### src/rtl/slrg_pkg.sv
// Package for the shuffled Lehmer random generator.
// Holds the generator constants, the sequencer state and control types and the modular fold.
// No dependencies.
package slrg_pkg;

   // Default shape of the shuffle table and the number of discarded seeding steps.
   localparam int TABLE_SIZE_DEF   = 32;
   localparam int WARMUP_STEPS_DEF = 8;

   // Generator constants: x' = 16807 * x mod (2^31 - 1).
   localparam int              PROD_W        = 47;
   localparam logic [14:0]     LEH_MULT      = 15'd16807;
   localparam logic [30:0]     LEH_MOD       = 31'h7FFF_FFFF;

   // A fraction at or above this integer rounds past 1 - 1.2e-7 and is capped.
   localparam logic [30:0]     CAP_THRESHOLD = 31'd2147483328;

   // Sequencer states.
   typedef enum logic [2:0] {
      ST_IDLE,
      ST_CHECK,
      ST_SEED_MUL,
      ST_SEED_FOLD,
      ST_DRAW_DIV,
      ST_DRAW_READ,
      ST_DRAW_FOLD
   } state_type;

   // Control strobes from the sequencer to the datapath.
   typedef struct packed {
      logic accept;
      logic check;
      logic mul_en;
      logic seed_fold;
      logic div_step;
      logic mem_rd;
      logic draw_done;
   } ctrl_type;

   // Reduces a product 16807 * x (x <= 2^31) modulo 2^31 - 1.
   function automatic logic [30:0] lehmer_fold(input logic [PROD_W-1:0] prod);
      logic [31:0] sum1;
      logic [30:0] sum2;
      sum1 = 32'(prod[PROD_W-1:31]) + 32'(prod[30:0]);
      sum2 = sum1[30:0] + 31'(sum1[31]);
      return (sum2 == LEH_MOD) ? 31'd0 : sum2;
   endfunction

endpackage

### src/rtl/shuffled_lehmer_random_generator.sv
// Top level of the shuffled Lehmer random generator: sequencer, shared multiply-and-fold
// unit, slot boundary compare and the shuffle table memory.
// Depends on slrg_pkg.
//
// Each request item draws one number from a minimal standard Lehmer generator passed
// through a Bays-Durham shuffle table, and yields exactly one response item. With
// req_tuser high the generator value is first replaced by req_tdata. When that value is
// zero or negative, or the table has never been filled (as after reset), the table is
// seeded first: TABLE_SIZE + WARMUP_STEPS generator steps, each a multiply and a fold state,
// on the one shared multiply-and-fold unit. A plain draw runs through a check state, a state
// that starts the multiply and picks the slot by comparing the last output against the slot
// boundaries, a table read and a fold and write-back, which waits while the output register
// holds a response not yet taken; seeding runs between the check and the draw. The block is
// ready for the next request as soon as the response is loaded, while that response may
// still wait in its output register. The table needs no clearing pass after reset.
module shuffled_lehmer_random_generator #(
   parameter int TABLE_SIZE   = slrg_pkg::TABLE_SIZE_DEF,
   parameter int WARMUP_STEPS = slrg_pkg::WARMUP_STEPS_DEF
) (
   input  logic        clock,
   input  logic        reset,
   // Request channel.
   input  logic        req_tvalid,
   output logic        req_tready,
   input  logic [31:0] req_tdata,   // [31:0] seed_value (signed)
   input  logic        req_tuser,   // [0] command: 0 draw, 1 reseed then draw
   // Response channel.
   output logic        rsp_tvalid,
   input  logic        rsp_tready,
   output logic [63:0] rsp_tdata,   // [30:0] random_value, [61:31] generator_value, zero pad
   output logic        rsp_tuser    // [0] capped
);

   localparam int ADDR_W = $clog2(TABLE_SIZE);
   localparam int CNT_W  = $clog2(TABLE_SIZE + WARMUP_STEPS);
   localparam logic [31:0]       SLOT_DIV  = 32'(1 + (2147483646 / TABLE_SIZE));
   localparam logic [CNT_W-1:0]  SEED_LAST = CNT_W'(TABLE_SIZE + WARMUP_STEPS - 1);
   localparam logic [ADDR_W-1:0] SLOT_MAX  = ADDR_W'(TABLE_SIZE - 1);

   // Control state.
   slrg_pkg::state_type state_ff, state_in;
   slrg_pkg::ctrl_type  ctrl;
   logic signed [31:0]  lehmer_ff;
   logic [30:0]         last_ff;
   logic                rsp_valid_ff;

   // Datapath registers.
   logic [31:0]                 x_ff;
   logic [slrg_pkg::PROD_W-1:0] prod_ff;
   logic [CNT_W-1:0]            cnt_ff;
   logic [ADDR_W-1:0]           slot_ff;
   logic [30:0]                 rd_data_ff;
   logic [63:0]                 rsp_data_ff;
   logic                        rsp_user_ff;
   logic [30:0]                 table_ff [TABLE_SIZE];

   // Combinational helpers.
   logic        need_seed;
   logic [31:0] seed_start;
   logic [30:0] fold;
   logic [ADDR_W-1:0] slot_calc;
   logic [ADDR_W-1:0] slot_sat;
   logic        seed_in_table;
   logic        out_free;
   logic        mem_wr_en;
   logic [ADDR_W-1:0] mem_wr_addr;

   assign need_seed  = (lehmer_ff <= 32'sd0) || (last_ff == 31'd0);
   assign seed_start = lehmer_ff[31] ? 32'(-lehmer_ff) : 32'd1;
   assign fold       = slrg_pkg::lehmer_fold(prod_ff);
   assign slot_sat   = (slot_ff > SLOT_MAX) ? SLOT_MAX : slot_ff;
   assign seed_in_table = (32'(cnt_ff) < 32'(TABLE_SIZE));
   assign out_free   = !rsp_valid_ff || rsp_tready;

   // Slot of the last output: the highest slot boundary that it reaches. The boundaries
   // rise with the slot, so the last one passed wins, and the top slot is never exceeded.
   always_comb begin
      slot_calc = '0;
      for (int k = 1; k < TABLE_SIZE; k++) begin
         if ({1'b0, last_ff} >= (32'(k) * SLOT_DIV)) slot_calc = ADDR_W'(k);
      end
   end

   // Next state of the sequencer.
   always_comb begin
      state_in = state_ff;
      unique case (state_ff)
         slrg_pkg::ST_IDLE: begin
            if (req_tvalid) state_in = slrg_pkg::ST_CHECK;
         end
         slrg_pkg::ST_CHECK: begin
            state_in = need_seed ? slrg_pkg::ST_SEED_MUL : slrg_pkg::ST_DRAW_DIV;
         end
         slrg_pkg::ST_SEED_MUL: begin
            state_in = slrg_pkg::ST_SEED_FOLD;
         end
         slrg_pkg::ST_SEED_FOLD: begin
            state_in = (cnt_ff == '0) ? slrg_pkg::ST_DRAW_DIV : slrg_pkg::ST_SEED_MUL;
         end
         slrg_pkg::ST_DRAW_DIV: begin
            state_in = slrg_pkg::ST_DRAW_READ;
         end
         slrg_pkg::ST_DRAW_READ: begin
            state_in = slrg_pkg::ST_DRAW_FOLD;
         end
         slrg_pkg::ST_DRAW_FOLD: begin
            if (out_free) state_in = slrg_pkg::ST_IDLE;
         end
         default: begin
            state_in = slrg_pkg::ST_IDLE;
         end
      endcase
   end

   // Control strobes decoded from the state.
   always_comb begin
      ctrl.accept    = (state_ff == slrg_pkg::ST_IDLE) && req_tvalid;
      ctrl.check     = (state_ff == slrg_pkg::ST_CHECK);
      ctrl.mul_en    = (state_ff == slrg_pkg::ST_SEED_MUL) ||
                       (state_ff == slrg_pkg::ST_DRAW_DIV);
      ctrl.seed_fold = (state_ff == slrg_pkg::ST_SEED_FOLD);
      ctrl.div_step  = (state_ff == slrg_pkg::ST_DRAW_DIV);
      ctrl.mem_rd    = (state_ff == slrg_pkg::ST_DRAW_READ);
      ctrl.draw_done = (state_ff == slrg_pkg::ST_DRAW_FOLD) && out_free;
   end

   // Sequencer, generator value, last output and response valid.
   always_ff @(posedge clock) begin
      if (reset) begin
         state_ff     <= slrg_pkg::ST_IDLE;
         lehmer_ff    <= '0;
         last_ff      <= '0;
         rsp_valid_ff <= 1'b0;
      end else begin
         state_ff <= state_in;
         if (ctrl.accept && req_tuser) begin
            lehmer_ff <= req_tdata;
         end else if ((ctrl.seed_fold && (cnt_ff == '0)) || ctrl.draw_done) begin
            lehmer_ff <= {1'b0, fold};
         end
         if (ctrl.seed_fold && (cnt_ff == '0)) begin
            last_ff <= fold;
         end else if (ctrl.draw_done) begin
            last_ff <= rd_data_ff;
         end
         if (ctrl.draw_done) begin
            rsp_valid_ff <= 1'b1;
         end else if (rsp_tready) begin
            rsp_valid_ff <= 1'b0;
         end
      end
   end

   // Shared multiplier, seeding counter and slot register.
   always_ff @(posedge clock) begin
      if (ctrl.check) begin
         if (need_seed) begin
            x_ff   <= seed_start;
            cnt_ff <= SEED_LAST;
         end else begin
            x_ff <= 32'(lehmer_ff);
         end
      end
      if (ctrl.mul_en) begin
         prod_ff <= slrg_pkg::PROD_W'(x_ff) * slrg_pkg::PROD_W'(slrg_pkg::LEH_MULT);
      end
      if (ctrl.seed_fold) begin
         x_ff   <= {1'b0, fold};
         cnt_ff <= cnt_ff - 1'b1;
      end
      if (ctrl.div_step) begin
         slot_ff <= slot_calc;
      end
   end

   // Shuffle table: one write port, one registered read port.
   assign mem_wr_en   = (ctrl.seed_fold && seed_in_table) || ctrl.draw_done;
   assign mem_wr_addr = ctrl.seed_fold ? cnt_ff[ADDR_W-1:0] : slot_sat;

   always_ff @(posedge clock) begin
      if (mem_wr_en) begin
         table_ff[mem_wr_addr] <= fold;
      end
      if (ctrl.mem_rd) begin
         rd_data_ff <= table_ff[slot_sat];
      end
   end

   // Response register.
   always_ff @(posedge clock) begin
      if (ctrl.draw_done) begin
         rsp_data_ff <= {2'b00, fold, rd_data_ff};
         rsp_user_ff <= (rd_data_ff >= slrg_pkg::CAP_THRESHOLD);
      end
   end

   assign req_tready = (state_ff == slrg_pkg::ST_IDLE);
   assign rsp_tvalid = rsp_valid_ff;
   assign rsp_tdata  = rsp_data_ff;
   assign rsp_tuser  = rsp_user_ff;

   // An accepted item always goes to the seeding check next.
   a_accept_check: assert property (@(posedge clock) disable iff (reset)
      (req_tvalid && req_tready) |=> (state_ff == slrg_pkg::ST_CHECK))
      else $error("accepted item did not reach the seeding check");

   // The selected slot never leaves the table.
   a_slot_range: assert property (@(posedge clock) disable iff (reset)
      (state_ff == slrg_pkg::ST_DRAW_READ) |-> (32'(slot_ff) < 32'(TABLE_SIZE)))
      else $error("slot index beyond the shuffle table");

   // The seeding counter stays within the seeding run.
   a_seed_count: assert property (@(posedge clock) disable iff (reset)
      (state_ff == slrg_pkg::ST_SEED_MUL) |->
      (32'(cnt_ff) <= 32'(TABLE_SIZE + WARMUP_STEPS - 1)))
      else $error("seeding counter out of range");

   // A finished draw shows up as a valid response and frees the request side.
   a_result_load: assert property (@(posedge clock) disable iff (reset)
      ctrl.draw_done |=> (rsp_tvalid && req_tready))
      else $error("finished draw did not load the response");

endmodule
### config.mk
export PLATFORM = sky130hd
export DESIGN_NAME = shuffled_lehmer_random_generator
export DESIGN_NICKNAME = d
export VERILOG_FILES = /design/src/rtl/slrg_pkg.sv /design/src/rtl/shuffled_lehmer_random_generator.sv
export SDC_FILE = /design/constraint.sdc
export NUM_CORES = 2
export LEC_CHECK = 0
export BUFFER_PORTS_ARGS = -buffer_cell sky130_fd_sc_hd__buf_4
export CORE_UTILIZATION = 55
export DETAILED_ROUTE_END_ITERATION = 6
export HOLD_SLACK_MARGIN = 0.02
export PLACE_DENSITY = 0.78
export SETUP_SLACK_MARGIN = 0.4
export SLEW_MARGIN = 20
export SYNTH_ARGS = -nofsm -noshare
export SYNTH_HDL_FRONTEND = slang
export SYNTH_SLANG_ARGS = --single-unit
### constraint.sdc
create_clock -name clock -period 6.9 [get_ports clock]
set_input_delay 0.345 -clock clock [delete_from_list [all_inputs] [get_ports clock]]
set_output_delay 0.345 -clock clock [all_outputs]
set_load 0.02 [all_outputs]
Yosys cells after proc, flatten, opt, wreduce, memory -nomap -nowiden
Memory sizes are Yosys's and may differ from the RTL's. A register that Yosys moved wholly into a read port is not among the register bits. Index checks and enable logic that the tools add are counted.

ROM bits: 0. Memories kept: 1. Latch bits: 0. Register bits: 220. Bits in writable memories: 992. Output and inout port bits: 67. Logic and storage cells: 143.

Shifts and indexed selects: 0. Bitwise operators: 0. Multiplexer cells: 53. Eq/ne operators: 9. Div/mod/pow operators: 0. Order comparisons: 35. Multiply operators: 1. $add $sub $neg: 4. Reductions and logical operators: 25.

Memories: table_ff (depth 32, width 31, read ports 1, clocked after memory_dff 1, wr ports 1, RTL line shuffled_lehmer_random_generator.sv:55) `logic [30:0] table_ff [TABLE_SIZE];`.

Operators by type and width (number): $ge A31 B31 Y1 const B (17); $ge A31 B30 Y1 const B (8); $mux W31 (5); $mux W32 (4); $ge A31 B29 Y1 const B (4); $mux W5 (16); $ge A31 B28 Y1 const B (2); $mul A32 B15 Y47 const B (1); $add A16 B31 Y32 (1); $le A32 B1 Y1 const B (1); $mux W4 (8); $neg A32 Y32 (1); $add A31 B1 Y31 (1); $eq A31 B31 Y1 const B (1); $ge A31 B27 Y1 const B (1); $logic_not A31 Y1 (1); $mux W3 (8); $pmux W3 S7 (1); $mux W6 (3); $reduce_or A16 Y1 (1); $reduce_bool A2 Y1 (5); $eq A3 B3 Y1 const B (3); $reduce_or A8 Y1 (1); $eq A3 B2 Y1 const B (2); other kinds (15) (31).

Depth between registers and ports, before layout
Depth after elaboration: 31. Depth in mapped cells: 26. Gate-level depth less buffers: 24.

Worst setup path before layout
No wires, ideal clock.

Path type: register to register. Start point: reg prod_ff[8] (netlist bit). End point: reg rsp_data_ff[53], in the netlist rsp_tdata[53], data pin. Setup time: 0.356 ns. Stages on the path, launching flop included: 26. Period minus slack after synthesis: 6.346 ns. Data required time: 6.544 ns. Arrival time: 5.991 ns. Path slack: 0.554 ns. Cells stage by stage: edfxtp_1 ha_1 clkbuf_1 nand4_1 nor2_1 nand3_1 o2111ai_1 and3_1 nand4_1 nor2_1 ha_1 nand3_1 nor3_1 or4b_1 clkbuf_1 nor2_1 nand2_1 or3_1 o311a_1 nor3_1 nand3b_1 nor3_1 buf_4 buf_6 buf_6 nor2_1.

Longest elaborated chain between the ends: 4.

RTL lines: from (decl) (RTL line shuffled_lehmer_random_generator.sv:49) `logic [slrg_pkg::PROD_W-1:0] prod_ff;`; from (signal assigned) (RTL line shuffled_lehmer_random_generator.sv:165) `prod_ff <= slrg_pkg::PROD_W'(x_ff) * slrg_pkg::PROD_W'(slrg_pkg::LEH_MULT);`; $add A16 B31 Y32 * (RTL line slrg_pkg.sv:44) `sum1 = 32'(prod[PROD_W-1:31]) + 32'(prod[30:0]);`; $add A31 B1 Y31 * (RTL line slrg_pkg.sv:45) `sum2 = sum1[30:0] + 31'(sum1[31]);`; $eq A31 B31 Y1 (RTL line slrg_pkg.sv:46) `return (sum2 == LEH_MOD) ? 31'd0 : sum2;`; $mux W31 * (RTL line slrg_pkg.sv:46); net fold[22] (RTL line shuffled_lehmer_random_generator.sv:60) `logic [30:0] fold;`; to (signal assigned) (RTL line shuffled_lehmer_random_generator.sv:192) `rsp_data_ff <= {2'b00, fold, rd_data_ff};`; to (decl) (RTL line shuffled_lehmer_random_generator.sv:53) `logic [63:0] rsp_data_ff;`.

The timed path passes the listed nets; every way through them passes the cells marked *. A chain may end at the register's enable or synchronous reset.

Final worst setup path
Start point: reg x_ff[10]. End point: reg prod_ff[44] (netlist bit), data pin.

Longest elaborated chain between the ends: 1.

RTL lines: from (decl) (RTL line shuffled_lehmer_random_generator.sv:48) `logic [31:0] x_ff;`; from (signal assigned) (RTL line shuffled_lehmer_random_generator.sv:158) `x_ff <= seed_start;`; from (signal assigned) (RTL line shuffled_lehmer_random_generator.sv:161) `x_ff <= 32'(lehmer_ff);`; from (signal assigned) (RTL line shuffled_lehmer_random_generator.sv:168) `x_ff <= {1'b0, fold};`; $mul A32 B15 Y47 (RTL line shuffled_lehmer_random_generator.sv:165).

Every way passes these cells.

==> summary.txt <==
dominant synthesized flop cell = edfxtp_1
async set-or-reset flop fraction in the synthesized netlist = 0
input/output buffers = 101
CTS tree = yes
Fillers = 6,838
Final Setup Violations = 0
HPWL Detailed = 93.64 mm
Cells after Synth = 3,397
reg2reg setup slack = 0.57 ns
Clock Sinks = 1,243
1st-iter DRT viols = 4,168
Seq cells post-synth = 1,243
drt first pass iters = 7
synthesized-area fraction occupied by and/or/nand/nor cells = 0.04903
R2R depth = 21
VDD IR max = 438.2 µV
Critical Path Start Type = flop
synthesized cell area = 57,360 µm²
Worst setup EP type = flop
Avg Vias per Cell = 6.620
Post-Route WL = 156.6 mm
crit path time final = 6.333 ns
layout cell share with drive strength beyond 1 = 0.2424
wl on met1 = 56.16 mm
# DRC = 0
drt wl/cell = 30.62 µm
met3 wire length = 17.96 mm
Post-Synth XOR/XNOR Area = 0.01222
Slew Limit Fails = 0
Starting Density = 0.5542
TritonCTS Buffers = 115
post-synthesis cell type count = 80
worst setup path class = reg -> reg
clk slew on worst S/H paths = 0.06 ns
status = finished, final reports clean
vias in the first global route = 33,740
Core Region = 103,500 µm²
largest net degree at the start of global routing = 152
Hold EP = rsp_tvalid$_SDFFE_PP0P_
die height = 324.9 µm
clock tree root driver cell = clkbuf_16
Worst R2R Start = x_ff[10]$_DFFE_PP_
met2 wire length = 74.40 mm
post-route setup TNS = 0 ns
ranking of synthesized cells by area = edfxtp_1 (62%), mux4_2 (12%), fa_1 (4.9%)
MaxCap Viol Count = 0
DR top layer = met5
leak pwr = 22.79 nW
gpl congestion = 0.9358
CP required = 7.33 ns
EDFF count, synth = 1,175
RSZ-0062 raised after global routing = true
worst-path fanout max = 5
Clock Skew = 0.03119 ns
post-synth top area share = 0.6151
fin nets = 4,023
Clk Latency, worst-skew pair = 0.72 ns
largest family of logic cells by synthesized area = multiplexers
htree depth = 3
CP startpoint = x_ff[10]$_DFFE_PP_
global-route wire length before repair = 227.2 mm
row count = 118
YS warnings = 0
die width = 324.9 µm
hold path cells = 3
initial antenna violation count = 6
clk buf depth = 3
Slew HR = 0.1205
sequential share of the synthesized area = 0.6388
final critical-path share of the clock period = 0.9178
min-delay worst type = in -> reg
GRT overflow = 0
io pins = 104
Slew @ Worst Pin = 1.315 ns
total track usage = 0.2967
Hold Vio Cnt, Final = 0
cell taking the most area after synthesis = edfxtp_1
CP arrival = 6.77 ns
complex-gate fraction of the synthesized area = 0.05239
Adder-Cell Fraction of Synth Area = 0.09475
mean post-synth cell area = 16.89 µm²
area growth from synthesis to final layout = 13.89%
hold_sp = rsp_tready
Routed Antenna Nets = 0
vias = 33,850
r2r endpoint = prod_ff[44]$_DFFE_PP_
post-layout util = 0.6312
die area = 105,600 µm²
post-synthesis mux area share = 0.1287
PwrDens = 427.2 nW/µm²
Max Freq = 157.9 MHz
[repair_timing]
| action | 4_1_cts | 5_1_grt |
|---|---|---|
| gates resized for setup | 8 | 52 |
| pin swaps | 1 | 15 |
| buffers inserted | 18 | 14 |
| endpoints found under the setup margin | 290 | 1106 |
| hold endpoints to repair | 33 | 0 |
| hold buffers | 33 | 0 |
| cloned | 1 | 1 |
[worst max path at each step]
stage | end | slack (ns) | depth (start not counted)
2_1_floorplan | rsp_tdata[53]$_DFFE_PP_ | 0.55 | 25
6_report | prod_ff[44]$_DFFE_PP_ | 0.57 | 21
5_1_grt | prod_ff[44]$_DFFE_PP_ | 0.36 | 21
3_5_place_dp | prod_ff[42]$_DFFE_PP_ | -0.12 | 21
4_1_cts | prod_ff[42]$_DFFE_PP_ | 0.34 | 21
3_3_place_gp | prod_ff[42]$_DFFE_PP_ | -0.16 | 21
[cell usage after synthesis (12+ instances only)]
master,number
nor4_1,17
o22ai_1,29
nand3b_1,13
mux2_2,32
nand4_1,26
nand3_1,39
o31ai_1,41
a211o_1,25
edfxtp_1,1175
mux4_2,310
o32ai_1,29
nor2_1,157
fa_1,139
buf_1,35
dfxtp_1,68
nand2b_1,16
o21ai_0,56
or3_1,17
a21o_1,27
o21a_1,13
xor2_1,33
o21bai_1,13
and3_1,37
nor3_1,55
nand2_1,139
inv_1,191
a21oi_1,133
xnor2_1,47
nor2b_1,12
ha_1,212
clkbuf_1,108
[critical path: stages (launching register included)]
cell and delay [ns]:
edfxtp_1 0.54, buf_4 0.20, buf_4 0.15, ha_1 0.29, ha_1 0.22, fa_1 0.58
fa_1 0.45, fa_1 0.54, fa_1 0.62, ha_4 0.24, a21o_1 0.17, a21o_1 0.16
a21oi_2 0.15, o21bai_1 0.08, a221oi_1 0.28, o41a_1 0.31, a311oi_2 0.16, a41oi_2 0.19
a21oi_2 0.12, a211o_1 0.29, a21oi_2 0.16, xnor2_1 0.11
[cell usage in the layout, fill, tap and decap left out, types with 33 or more instances in the layout]
master,synthesis,routed
a21oi_1,133,127
and3_1,37,36
buf_4,6,240
clkbuf_16,0,118
dfxtp_1,68,68
dlygate4sd3_1,0,33
edfxtp_1,1175,1175
fa_1,139,139
ha_1,212,204
inv_1,191,182
mux4_2,310,310
nand2_1,139,138
nand3_1,39,39
nor2_1,157,93
nor2_4,0,60
nor3_1,55,54
o21ai_0,56,52
o31ai_1,41,39
xnor2_1,47,47
[cell type report]
cell class	count	area, µm²	area share
Inverter	191	719.4	0.01101
Antenna cell	1	2.502	0.00003830
Tap cell	1380	1727	0.02643
Multi-Input combinational cell	1802	20020	0.3065
Sequential cell	1243	36650	0.5609
Clock inverter	80	853.3	0.01306
Timing Repair Buffer	282	2323	0.03557
Clock buffer	135	3035	0.04646
[power by group]
group	switching [W]	leakage (nW)	internal, W
Clock	0.00290	1.90	0.00366
Combinational	0.00700	9.77	0.00371
Sequential	0.000155	11.1	0.0105
[sequential cells by signal (all words and copies together) (netlist names)]
| register | flops |
|---|---|
| lehmer_ff | 32 |
| cnt_ff | 6 |
| prod_ff | 47 |
| rsp_tvalid | 1 |
| table_ff | 992 |
| x_ff | 32 |
| last_ff | 31 |
| rsp_tuser | 1 |
| rsp_tdata | 62 |
| slot_ff | 5 |
| state_ff | 3 |
| rd_data_ff | 31 |
[routing by layer]
| layer | global-route usage | vias to the layer above |
|---|---|---|
| met2 | 0.4771 | 2317 |
| li1 | - | 13870 |
| met5 | 0 | - |
| met4 | 0.1271 | 8 |
| met3 | 0.07189 | 506 |
| met1 | 0.3884 | 17150 |
[metrics by stage]
| stage | worst slack [ns] | total power, W | hold slack (ns) | instance area (µm²) | cells |
|---|---|---|---|---|---|
| final | 0.5670 | 0.02791 | 0.07357 | 65330 | 5114 |
| after global routing | 0.3560 | 0.02917 | 0.08399 | 65330 | 5114 |
| after CTS | 0.3434 | 0.02735 | 0.05805 | 64900 | 5097 |
| after detailed placement | -0.1187 | 0.02065 | 0.4491 | 60480 | 4830 |
| after global placement | -0.1620 | 0.02056 | 0.4336 | 60470 | 4830 |
| after floorplan | 0.5537 | 0.01731 | 0.4268 | 57370 | 3398 |
[cells by family (layout without fill, tap and decap cells)]
kind of cell               Yosys count  in the layout
DFF                               1243           1243
and+or+nand+nor                    573            573
AOI/OAI and AO/OA                  450            450
buffers and inverters              353            688
adders and majority gates          351            351
muxes                              346            346
xor gates and xnor gates            80             80
other                                1              3
Power figures use the tool's default switching activity.
